`src/rtl/tprs_pkg.sv`:
```
// Shared types and constants of the tracked point reference store.
// Used by the controller, the datapath, the top level and the checker.
package tprs_pkg;

  localparam int INDEX_W = 10;
  localparam int COUNT_W = 11;
  localparam int CFG_INDEX_W = 2;
  localparam int CFG_DATA_W = 17;

  localparam logic [1:0] OP_START   = 2'd0;
  localparam logic [1:0] OP_MEASURE = 2'd1;
  localparam logic [1:0] OP_BANK    = 2'd2;

  localparam logic [CFG_INDEX_W-1:0] CFG_REANCHOR_EN = 2'd0;
  localparam logic [CFG_INDEX_W-1:0] CFG_ZNCC_THR    = 2'd1;
  localparam logic [CFG_INDEX_W-1:0] CFG_TRACK_FRAC  = 2'd2;

  localparam logic signed [15:0] ZNCC_THR_RESET   = 16'sd29491;
  localparam logic [16:0]        TRACK_FRAC_RESET = 17'd45875;

  typedef struct packed {
    logic [1:0]          operation;
    logic [INDEX_W-1:0]  point_index;
    logic [15:0]         grid_index;
    logic signed [23:0]  pos_x;
    logic signed [23:0]  pos_y;
    logic signed [23:0]  disp_u;
    logic signed [23:0]  disp_v;
    logic                converged;
    logic signed [15:0]  zncc;
    logic                last_point;
  } in_item_t;

  typedef struct packed {
    logic [15:0]         out_grid_index;
    logic signed [23:0]  start_x;
    logic signed [23:0]  start_y;
    logic signed [31:0]  total_u;
    logic signed [31:0]  total_v;
    logic                point_valid;
    logic                point_lost;
    logic [COUNT_W-1:0]  valid_count;
    logic                reanchor;
  } out_item_t;

  typedef struct packed {
    logic capture;
    logic step;
    logic read;
    logic compute;
    logic finish;
  } ctrl_cmd_t;

  typedef struct packed {
    logic rem_ge;
    logic out_busy;
  } ctrl_status_t;

endpackage

```
`src/rtl/tprs_ctrl.sv`:
```
// Controller of the tracked point reference store: sequences one item through
// index reduction, table read, update and result hand-off. Uses tprs_pkg.
module tprs_ctrl
  import tprs_pkg::*;
(
  input  logic         clk,
  input  logic         rst,
  input  logic         in_valid,
  output logic         in_stall,
  input  ctrl_status_t status,
  output ctrl_cmd_t    cmd
);

  localparam logic [1:0] S_IDLE    = 2'd0;
  localparam logic [1:0] S_REDUCE  = 2'd1;
  localparam logic [1:0] S_COMPUTE = 2'd2;
  localparam logic [1:0] S_FINISH  = 2'd3;

  logic [1:0] state;
  logic [1:0] state_next;

  always_comb begin
    state_next = state;
    cmd = '0;
    case (state)
      S_IDLE: begin
        if (in_valid) begin
          cmd.capture = 1'b1;
          state_next = S_REDUCE;
        end
      end
      S_REDUCE: begin
        // Wrap the point index into the table one subtraction per cycle.
        if (status.rem_ge) begin
          cmd.step = 1'b1;
        end else begin
          cmd.read = 1'b1;
          state_next = S_COMPUTE;
        end
      end
      S_COMPUTE: begin
        cmd.compute = 1'b1;
        state_next = S_FINISH;
      end
      S_FINISH: begin
        if (!status.out_busy) begin
          cmd.finish = 1'b1;
          state_next = S_IDLE;
        end
      end
      default: begin
        state_next = S_IDLE;
      end
    endcase
  end

  assign in_stall = (state != S_IDLE);

  always_ff @(posedge clk) begin
    if (rst) begin
      state <= S_IDLE;
    end else begin
      state <= state_next;
    end
  end

endmodule

```
`config.mk`:
```
export PLATFORM = sky130hd
export DESIGN_NAME = tprs_ctrl
export DESIGN_NICKNAME = d
export VERILOG_FILES = /design/src/rtl/tprs_pkg.sv /design/src/rtl/tprs_ctrl.sv
export SDC_FILE = /design/constraint.sdc
export NUM_CORES = 1
export LEC_CHECK = 0
export BUFFER_PORTS_ARGS = -buffer_cell sky130_fd_sc_hd__buf_4
export CAP_MARGIN = 0
export CORE_AREA = 2 2 39 41
export DETAILED_ROUTE_END_ITERATION = 12
export DIE_AREA = 0 0 41 43
export GPL_TIMING_DRIVEN = 0
export PLACE_DENSITY = 0.39
export SLEW_MARGIN = 5
export SYNTH_ARGS = -nofsm -noshare
export SYNTH_HDL_FRONTEND = slang
export SYNTH_SLANG_ARGS = --single-unit
```
`constraint.sdc`:
```
create_clock -name clk -period 1.3 [get_ports clk]
set_input_delay 0.195 -clock clk [delete_from_list [all_inputs] [get_ports clk]]
set_output_delay 0.195 -clock clk [all_outputs]
set_load 0.005 [all_outputs]
```
==> results.md, run 1 <==
Status:
- The run finished with clean final reports.

Logic synthesis:
- After synthesis, flip-flops and latches occupy 17.9% of the total area.
- After synthesis the cells add up to between 200 and 250 um2.
- When the netlist entered floorplanning its net count stood at 32.
- In this run the mean area of a mapped cell was 10.2 um2.
- Synthesis produced 22 cells.
- The post-synthesis cell type count is 12.
- Yosys printed 0 warnings.
- Synthesis inferred 2 register bits.

Clocking:
- The later pin in the worst-skew pair is clocked with a latency of about 220 ps.
- The clock passes through at most 2 buffers.
- CTS built an H-tree with a depth of 1.
- The clock net in this run drives a total of 2 sinks.
- The total clock buffers created by CTS is 3.
- TritonCTS built the clock tree.
- The clock-pin slew of the registers on the worst-case setup and hold paths is 30 ps.
- The clock tree root driver cell is clkbuf_4.

Floorplanning:
- During I/O placement, the number of pins put on the boundary was 11.
- The initial cell density of the core is 16.2%.
- The y dimension of the die is roughly 43 um.
- The area of the core is between 1000 and 1500 um2.
- From left edge to right edge, the die measures 41 um.
- The die covers 1760 um2.
- In this run the core area contains 14 standard-cell rows.

Layout:
- In the final layout, the share of cells above drive strength 1 is between 70 and 80%.
- The synthesis-to-finish area growth is 82.1%.
- The number of nets in the finished design is 50.
- Leaving out filler cells and counting taps, the final layout contains 54.
- 0 antenna diodes ended up in the layout.
- The largest register by flop count is state.
- The layout filler cell count is 156.
- The register with the most flip-flops in the layout has 2 of them.
- The largest registers in the layout are state (2).

Routing:
- The overall via count from detail_route is approximately 200.
- The total wire length is 491 um.
- The number of detailed-route iterations in the first pass is 1.
- The final routed DRC violation total is 0.
- The via density per instance is 3.74.
- The number of DRC markers after the initial detailed-route iteration is 0.
- The detail-routed net length per standard cell is about 9.1 um.
- The number of nets with antenna violations after detailed routing is 0.

Worst hold path:
- The worst hold path begins at rst.
- The worst hold path passes through 3 cells.
- The endpoint of the worst hold-timing path is state[1].
- The path category of the worst min-delay check is in -> reg.

Placed design:
- The HPWL after detailed placement is 370 um.
- During placement, the flow inserted port buffers numbering 10.
- The worst slack at placement is -27.3 ps.
- Once placement completed, the tool counted placed cells totaling 48.
- The final RePlAce weighted congestion is between 0.6 and 0.7.

Power and ir drop:
- The analysis attributes to cell leakage a power of 0.195 nW.
- Power spread over the standard cell area amounts to 1990 nW/um2.
- The total power is 813 uW.
- The largest vdd supply drop is 0.636 mV.

Timing:
- Counting I/O delays and the setup requirement, the final critical path takes 1260 ps.
- The number of failing setup endpoints in the final timing report is 0.
- The final count of hold timing violations is 0.
- After layout, the worst path uses 96.8% of the clock period.
- The final max-slew violation count came to 0.
- The fmax is 794 MHz.
- The transition time at the pin with the least slew margin is approximately 240 ps.
- On the final layout, the worst clock skew is 3.32 ps.
- The final worst-path setup slack is 41.2 ps.
- The max-slew headroom at the worst pin is 84.0%.
- Setup repair after global routing could not meet its margin everywhere.

GRT:
- Entering global routing, the biggest net connects 5 pins.
- The initial antenna violation count is 0.
- The total overflow reported by the global router is 0.
- The overall track demand over capacity in global routing is 7.21%.
- The wire length of the first global-routing pass is 814 um.
- The via count of the first global-routing pass is 208.

Critical path:
- The endpoint required time on the critical path is 1110 ps.
- The endpoint identified for the worst register-to-register timing path is state[0].
- The category of the critical setup timing path is reg -> out.
- At the worst endpoint, the arrival time is 1060 ps.
- STA classifies the critical path startpoint as a register.
- STA classifies the critical path endpoint as an output pin.
- The register-to-register setup slack is around 110 ps.
- The worst register-to-register path begins at state[1].
- Counting cells, the worst reg-to-reg path comes to 5.
- Of all nets on the critical path, the largest fanout is 3.

Flow run:
- The number of max-cap violations is 0.
[layer usage]
| layer | wire length (um) | global-route usage [%] |
|---|---|---|
| met1 | 212 | 7.96 |
| met2 | 220 | 10.0 |
| met3 | 59 | 3.14 |
| met4 | 0 | 6.00 |
| met5 | 0 | 0 |
[worst max-delay path by stage]
stage                   from       end  slack [ps]  cells after the start
floorplan           state[1]  state[0]          90                      5
global placement    state[1]  state[0]         -10                      5
detailed placement  state[1]  state[0]         -30                      5
CTS                 state[0]    cmd[4]           3                      5
global route        state[1]    cmd[2]          -7                      4
finish              state[1]    cmd[2]          40                      4
[power breakdown]
part / switching [mW] / internal [mW] / leakage (nW)
clock: 0.0335 / 0.102 / 0.0138
combinational: 0.201 / 0.321 / 0.163
sequential: 0.0486 / 0.107 / 0.0178
[layout by cell type, fill, tap and decap left out]
master	instances
ha_1	2
ha_4	2
o21bai_1	1
or2b_2	2
mux2i_1	2
buf_4	12
inv_1	2
inv_4	2
and2_4	1
nor2_1	1
a221oi_4	1
clkbuf_4	3
nor2b_1	1
ha_2	1
buf_6	1
or2b_1	1
dfxtp_4	2
and2b_2	1
[through the flow]
stage	util, %	area, um2	hold WS (ps)	setup TNS (ps)
after global routing	29.5	408	268	-6.58
after CTS	27.9	387	246	0
after global placement	23.1	319	485	-24.4
after floorplan	-	224	368	0
after detailed placement	23.1	319	491	-48.3
final	29.5	408	252	0
[cell type report]
| type | instances | area, um2 | area share, % |
|---|---|---|---|
| tap | 16 | 20.0 | 4.91 |
| sequential | 2 | 47.5 | 11.7 |
| timing repair buffer | 13 | 101 | 24.8 |
| clock buffer | 3 | 22.5 | 5.52 |
| multi-input combinational | 16 | 196 | 48.2 |
| inverter | 4 | 20.0 | 4.91 |
[cell usage after synthesis]
cell	count	area (um2)
and2_4	1	8.76
nor2b_1	1	6.26
inv_1	4	15.0
or2b_2	2	17.5
and2b_2	1	8.76
a221oi_4	1	26.3
nor2_1	1	3.75
mux2i_1	2	20.0
or2b_1	1	7.51
ha_1	5	62.6
o21bai_1	1	7.51
dfxtp_1	2	40.0
[critical path, cell delays in order, from the launching register on]
cell and delay (ps):
dfxtp_4 360, inv_4 50, ha_4 140, and2b_2 190, buf_6 110
[cell families (layout without fill, tap and decap cells)]
logic type / after synthesis / in the layout / share of synthesized area (%)
multiplexers: 2 / 2 / 8.94
flip-flops: 2 / 2 / 17.9
AND/OR/NAND/NOR: 7 / 7 / 23.5
buffers and inverters: 4 / 20 / 6.70
adder cells (fa/ha/maj): 5 / 5 / 27.9
AO/OA/AOI/OAI: 2 / 2 / 15.1
[timing repair]
item                       CTS  global route
hold buffers                 0             0
resized for setup            9             5
setup endpoints to repair    7             5
setup buffers                2             1
pin swaps                    1             2
Note: power is estimated with default switching activity, not from simulation.
==> run 2: changes to the inputs <==
clock period = 1.05 ns   (was 1.3 ns; I/O delays follow)
==> run 2 against run 1 <==
Effect of this change: the flow now finishes with violations (negative setup slack); sequential power up 35%; via count up 5.4%; clock-buffer cell count unchanged; core utilization up 4.0 points; critical path depth unchanged; flip-flop and latch count unchanged; critical path type unchanged; critical endpoint is now cmd[1]; largest power group unchanged.
==> results.md, run 2 (synthesis gave the netlist of run 1 again) <==
Status:
- The flow ran to the end, but the final reports show violations.
- The final reports fail on negative setup slack.

Layout:
- The largest registers in the layout are state (2).
- The number of non-filler instances in the completed layout is 55.
- The flip-flop count of the largest register after layout is 2.
- The final core utilization is 33.5%.
- The commonest non-fill, non-tap cell in the layout is buf_4.
- In the final design database the tool counted 51 nets.
- The fraction of final layout cells sized beyond drive strength 1 is 82.1%.
- Counting flops per register, the top entry is state.
- The antenna diode count is 0.
- The synthesis-to-finish area growth is 107%.
- In the layout the commonest cells are buf_4 (9), buf_6 (5), ha_4 (4).
- The area of all placed cells without fillers is 463 um2.

Routing:
- The final routed DRC violation total is 0.
- In the final routing, the length of wire on met1 measures 186 um.
- For this block, the initial DRC count from the detailed router was 1.
- In the routed layout, each cell is associated on average with a via count of 3.87.
- The detail-routed net length per standard cell is between 9 and 10 um.
- For this block, the via count after detailed routing is roughly 210.
- The detailed router used layers up to and including met3.
- The detailed route wirelength on metal3 is 48 um.
- The final layout contains routed wiring with a total length of 541 um.
- The number of detailed-route iterations in the first pass is 2.
- The number of nets with antenna violations after detailed routing is 0.
- The total met2 wirelength after detailed routing is 307 um.

Timing:
- The final worst-path setup slack is -202 ps.
- The post-route clock skew is 1.87 ps.
- The max-slew headroom at the worst pin is ~82%.
- Setup violations remaining at the end of the flow were counted as 8.
- After routing, the total negative slack on setup checks comes to -1280 ps.
- The worst path uses 119% of the clock period.
- Setup repair after global routing could not meet its margin everywhere.
- The smallest clock period supported by the final layout is computed as 1250 ps.
- The final count of hold timing violations is 0.
- The fmax is 799 MHz.
- The final max-slew violation count was 0.
- At the pin with the least slew margin, the transition time is 267 ps.

Clocking:
- The total clock buffers created by CTS is 3.
- The clock sink count is 2.
- The cell sitting at the root of the clock tree is a clkbuf_4.
- The number of H-tree levels is 1.
- The clock-pin slew of the registers on the worst-case setup and hold paths is 30 ps.
- The clock latency at the later pin of the worst-skew pair is roughly 220 ps.
- The CTS tree is yes.
- For this design, the CTS-stage hold fixing added 0 buffers.
- The clock passes through at most 2 buffers.

GRT:
- The total overflow reported by the global router is 0.
- The initial antenna violation count is 0.
- The via count of the first global-routing pass came to 224.
- The overall track demand over capacity in global routing is 7.81%.
- The first global-routing pass estimated 890 um of wire.
- The maximum number of pins on one net before global-route repair is 5.

Placed design:
- Once placement finished, the instance area stood at around 340 um2.
- Before CTS, the worst setup slack after placement is -211 ps.
- The port buffer count is 10.
- At the end of routability-driven placement, the weighted congestion stood at around 0.65.
- The cell count after placement is 48.
- The total half-perimeter wirelength after legalization and detailed placement is 414 um.

Critical path:
- Among all stages on the critical path, the largest delay is contributed by dfxtp_4.
- Traced cell by cell, the critical path runs through buf_4 -> buf_6 -> ha_4 -> buf_4.
- The endpoint required time on the critical path is 890 ps.
- The maximum fanout encountered on the critical timing path is 3.
- The critical path in this run is classified as reg -> out.
- In this design, the stage delay of the slowest critical-path cell is 350 ps.
- The cell type group with the largest total delay on the critical path is buffers and inverters.
- The endpoint arrival time on the critical path is 1090 ps.
- The critical path capture point type is an output pin.
- The type of origin of the critical path is a register.
- The combined buffer and inverter count along the critical path is 3.
- The most repeated library cell on the critical path is buf_4.

Flow run:
- The number of max-cap violations is 0.

Floorplanning:
- Once the floorplan was initialized, standard cells occupied 16.2% of the core.
- The floorplan step defined a die boundary enclosing 1760 um2.
- The die span in x is 41 um.
- The floorplan step defined a core boundary enclosing roughly 1400 um2.
- The y dimension of the die is approximately 43 um.
- After floorplanning, the core was divided into 14 placement rows.
- The number of placed I/O pins is 11.

Worst hold path:
- The path category of the worst min-delay check is in -> reg.

Power and ir drop:
- VDD sags by at most 1.17 mV.
- The static power due to leakage is ~0.20 nW.
- The power per unit of standard cell area is between 2000 and 2500 nW/um2.
==> run 2: where the power goes <==
group	internal, mW	leakage, nW	switching [mW]
sequential	0.133	0.0178	0.0765
combinational	0.475	0.172	0.292
clock	0.126	0.0138	0.0425
total	0.734	0.204	0.411
==> run 2: metal layers <==
| layer | up-vias | track usage (%) |
|---|---|---|
| met5 | - | 0 |
| met1 | 99 | 6.69 |
| met4 | 0 | 4.00 |
| met3 | 0 | 4.71 |
| met2 | 8 | 13.1 |
| li1 | 106 | - |
==> run 2: timing repair <==
item | in CTS | in global routing
setup buffers | 3 | 1
gates resized for setup | 12 | 6
endpoints found under the setup margin | 8 | 8
pin swaps | 3 | 1
==> run 2: per-stage QoR <==
stage                     hold WS [ps]  total power [mW]
after CTS                          203              1.09
final                              210              1.14
after detailed placement           443             0.693
after global placement             445             0.677
after floorplan                    323             0.495
after global routing               225              1.25
==> run 2: final timing paths <==
kind | startpoint | to | slack, ps | cells past startpoint
setup / recovery | state[1] | cmd[1] | -200 | 4
setup reg to reg | state[1] | state[1] | -190 | 5
hold reg to reg | state[0] | state[0] | 630 | 2
hold / removal | rst | state[1] | 210 | 3
==> run 2: final cells by class <==
type | instances | area, um2
clock buffer | 3 | 22.5
fill | 143 | 921
inverter | 4 | 22.5
multi-input combinational | 16 | 226
sequential | 2 | 47.5
tap | 16 | 20.0
timing repair buffer | 14 | 124
==> run 2: tightest hold or removal path: stages <==
cell and delay (ps):
buf_4 90, or2b_1 80, mux2i_1 50
==> run 3: changes to the inputs <==
ABC_AREA = 1   (was not set)
PLACE_DENSITY = 0.37   (was 0.39)
==> run 3 against run 2 <==
Effect of this change: the run still ends with negative setup slack left; clock power about the same; non-clock buffer count decreased by 1; sequential power decreased by 7%; clock-buffer cell count unchanged; total power decreased by 9.0%; combinational power decreased by 11%; worst hold slack got worse by 37 ps; synthesized area decreased by 8.4%; die area unchanged; sequential share of layout area increased by 1.5 points; via count decreased by 1.9%.
==> results.md, run 3 <==
Status:
- The flow ran to the end, but the final reports show violations.
- The checks that failed: negative setup slack.

Logic synthesis:
- The post-synthesis cell type count is 7.
- The number of nets handed over by synthesis was 42.
- Synthesis handed over a netlist of 32 instances.
- For this run, the register share of the synthesized area comes to 19.5%.
- The count of flip-flops with a built-in enable after synthesis is 0.
- Ranked by instance count, the synthesized netlist is headed by inv_1 (9), nand2_1 (8), nor2_1 (6), ha_1 (5), dfxtp_1 (2).
- The number of warnings reported in the yosys synthesis log is 0.
- After synthesis the netlist holds a flip-flop and latch count of 2.
- After synthesis, the cell types taking the most area are ha_1 (30%), dfxtp_1 (20%), inv_1 (16%), nand2_1 (15%), nor2_1 (11%).
- The cell area that synthesis handed to floorplanning was slightly above 200 um2.
- Summed over all instances, the cell type with the most area after synthesis is ha_1.
- inv_1 is the most common cell in the netlist.
- The top cell type by area accounts for a little under a third of the synthesized area.
- The mean instance size in the synthesized netlist is ~6.4 um2.
- The proportion of register bits with asynchronous set or reset after synthesis is 0%.
- The most frequently used flop master after synthesis is dfxtp_1.

Layout:
- The register with the most flip-flops in the layout has 2 of them.
- The number of non-filler instances in the completed layout is 64.
- The area of all placed cells without fillers is between 400 and 500 um2.
- Leaving out fill and tap cells, the most frequent cells in the layout are buf_4 (11), nand2_1 (7), inv_1 (6), nor2_1 (6), clkbuf_4 (3).
- At the end of the flow, the number of nets in the layout was 60.
- Ranked by flip-flop count, first place goes to state.
- The fraction of final layout cells sized beyond drive strength 1 is 54.2%.
- The largest registers in the layout are state (2).
- Cells fill 29.1% of the core in the end.
- The commonest non-fill, non-tap cell in the layout is buf_4.
- The number of antenna diodes in the final layout is 0.
- From synthesis to final layout, the design area changed by 96.3%.
- Counting the fill cells in the layout gives 158.

GRT:
- Entering global routing, the biggest net connects 5 pins.
- The via count of the first global-routing pass is 174.
- After global routing the overflow that remains totals 0.
- The first global-routing pass estimated 683 um of wire.
- The initial antenna violation count is 0.
- Across every metal layer, demand over resource in global routing totals 6.21%.

Floorplanning:
- For this configuration, the core starts out at a cell density of 14.8%.
- The overall die area is 1760 um2.
- The number of rows created at floorplan is 14.
- The number of placed I/O pins is 11.
- The y dimension of the die is approximately 43 um.
- The die is 41 um wide.
- After floorplanning, the core was sized to cover 1380 um2.

Timing:
- Timing would allow up to approximately 860 MHz.
- Setup repair after global routing could not meet its margin everywhere.
- Once routing completed, OpenROAD measured the worst setup slack at -110 ps.
- Headroom to the max-slew limit came out at 94.4%.
- The post-route clock skew is 4.37 ps.
- The final max-slew violation count is 0.
- The transition time at the pin with the least slew margin is 83.2 ps.
- The final count of hold timing violations is 0.
- The worst hold-check slack is 173 ps.
- The clock period minus final worst setup slack is 1160 ps.
- Setup violations remaining at the end of the flow were counted as 7.
- The final worst-path cycle share is 110%.

Critical path:
- The kind of cell with the highest combined delay along the critical path is flip-flops.
- The critical path capture point type is an output pin.
- The worst register-to-register path ends at state[0].
- The worst setup path is launched from a register.
- The signal on the critical path passes through inv_4 -> ha_4 -> nand2_1 -> inv_1 -> buf_6.
- The longest individual stage delay on the worst path is 370 ps.
- Data arrives at the worst endpoint at 1000 ps.
- The maximum fanout encountered on the critical timing path is 4.
- The endpoint required time on the critical path is 890 ps.
- The critical path in this run is classified as reg -> out.
- The worst register-to-register path has a setup slack of -60 ps.
- The combined buffer and inverter count along the critical path is 3.
- The cell with the biggest individual delay on the critical path is dfxtp_4.
- The startpoint of the worst-slack reg-to-reg timing path is state[1].
- The number of cells traversed by the worst register-to-register path is 6.

Placed design:
- The final RePlAce weighted congestion is roughly 0.66.
- In this run the cell area measured after placement is between 300 and 400 um2.
- The count of buffers added on input and output ports is 10.
- The total half-perimeter wirelength after legalization and detailed placement is between 300 and 400 um.
- Once placement completed, the tool counted placed cells totaling 58.
- The worst slack at placement is -73.7 ps.

Clocking:
- For the worst-skew pair, the clock arrives at the later sink with an insertion delay of 220 ps.
- The root buffer cell chosen for the clock tree is clkbuf_4.
- The maximum number of buffers from clock root to sink is 2.
- The clock drives 2 sinks.
- TritonCTS built the clock tree.
- In this run, CTS created clock tree buffers numbering 3.
- The number of H-tree levels is 1.
- After clock tree synthesis, the clock-pin slew on the worst setup and hold paths is 30 ps.
- The number of buffers added to fix hold violations after cts is 0.

Routing:
- The final routed DRC violation total is 0.
- The total wire length is 446 um.
- The number of detailed-route iterations in the first pass is 2.
- The overall via count from detail_route is about 210.
- Dividing the detail-routed wire length by the instance count gives ~7 um.
- Once detail routing completed, the nets flagged for antenna violations numbered 0.
- In the routed layout, each cell is associated on average with a via count of 3.27.
- The detailed router finished its first iteration with 3 violations.

Worst hold path:
- The tightest min-delay check is of the in -> reg type.
- The cell depth of the worst hold path is 4.
- In this run the most critical hold path is launched from rst.
- The worst hold path terminates at state[1].

Power and ir drop:
- The largest vdd supply drop is 0.845 mV.
- For this design the static power due to leakage is 0.227 nW.
- For this design the ratio of total power to cell area is 2580 nW/um2.

Flow run:
- The number of max-cap violations is 0.
run 3: per-layer routing:
| metal | vias up | track usage [%] | part of all wire [%] |
|---|---|---|---|
| met5 | - | 0 | 0 |
| met4 | 0 | 2.00 | 0 |
| met3 | 0 | 6.28 | 16 |
| met2 | 13 | 8.13 | 38 |
| met1 | 73 | 6.69 | 46 |
| li1 | 123 | - | - |
run 3: worst max-delay path by stage:
stage	to	from	cells past startpoint
6_report	cmd[4]	state[0]	5
5_1_grt	cmd[2]	state[1]	5
4_1_cts	cmd[3]	state[1]	5
3_5_place_dp	state[1]	state[1]	7
3_3_place_gp	state[1]	state[1]	6
2_1_floorplan	state[0]	state[1]	5
run 3: final cells by class:
type	count	area (um2)	area share, %
inverters	9	41.3	10.2
multi-input cells	21	166	41.3
clock buffers	3	22.5	5.59
repair buffers	13	105	26.1
well taps	16	20.0	4.97
flip-flops and latches	2	47.5	11.8
run 3: cells by family (layout without fill, tap and decap cells):
family	after synthesis	after routing	share of synthesized area, %
adders and majority gates	5	5	30.5
DFF	2	2	19.5
and+or+nand+nor	16	16	33.5
buffers and inverters	9	25	16.5
run 3: stage by stage:
stage	power (mW)	setup TNS, ps
finish	1.04	-591
global route	1.16	-987
CTS	0.981	-707
detailed placement	0.616	-156
global placement	0.630	-190
floorplan	0.436	0
run 3: tightest hold or removal path: stages:
cell and delay, ps:
buf_4 70, inv_1 40, nand2_1 50, nor2_1 30
run 3: power by group:
group | internal [mW] | switching, mW
registers | 0.136 | 0.0589
logic | 0.380 | 0.299
clock network | 0.126 | 0.0419
run 3: what timing repair did:
action | 4_1_cts | 5_1_grt
gates resized for setup | 12 | 5
setup endpoints to repair | 8 | 8
buffers inserted | 2 | 1
pin swaps | 4 | 0
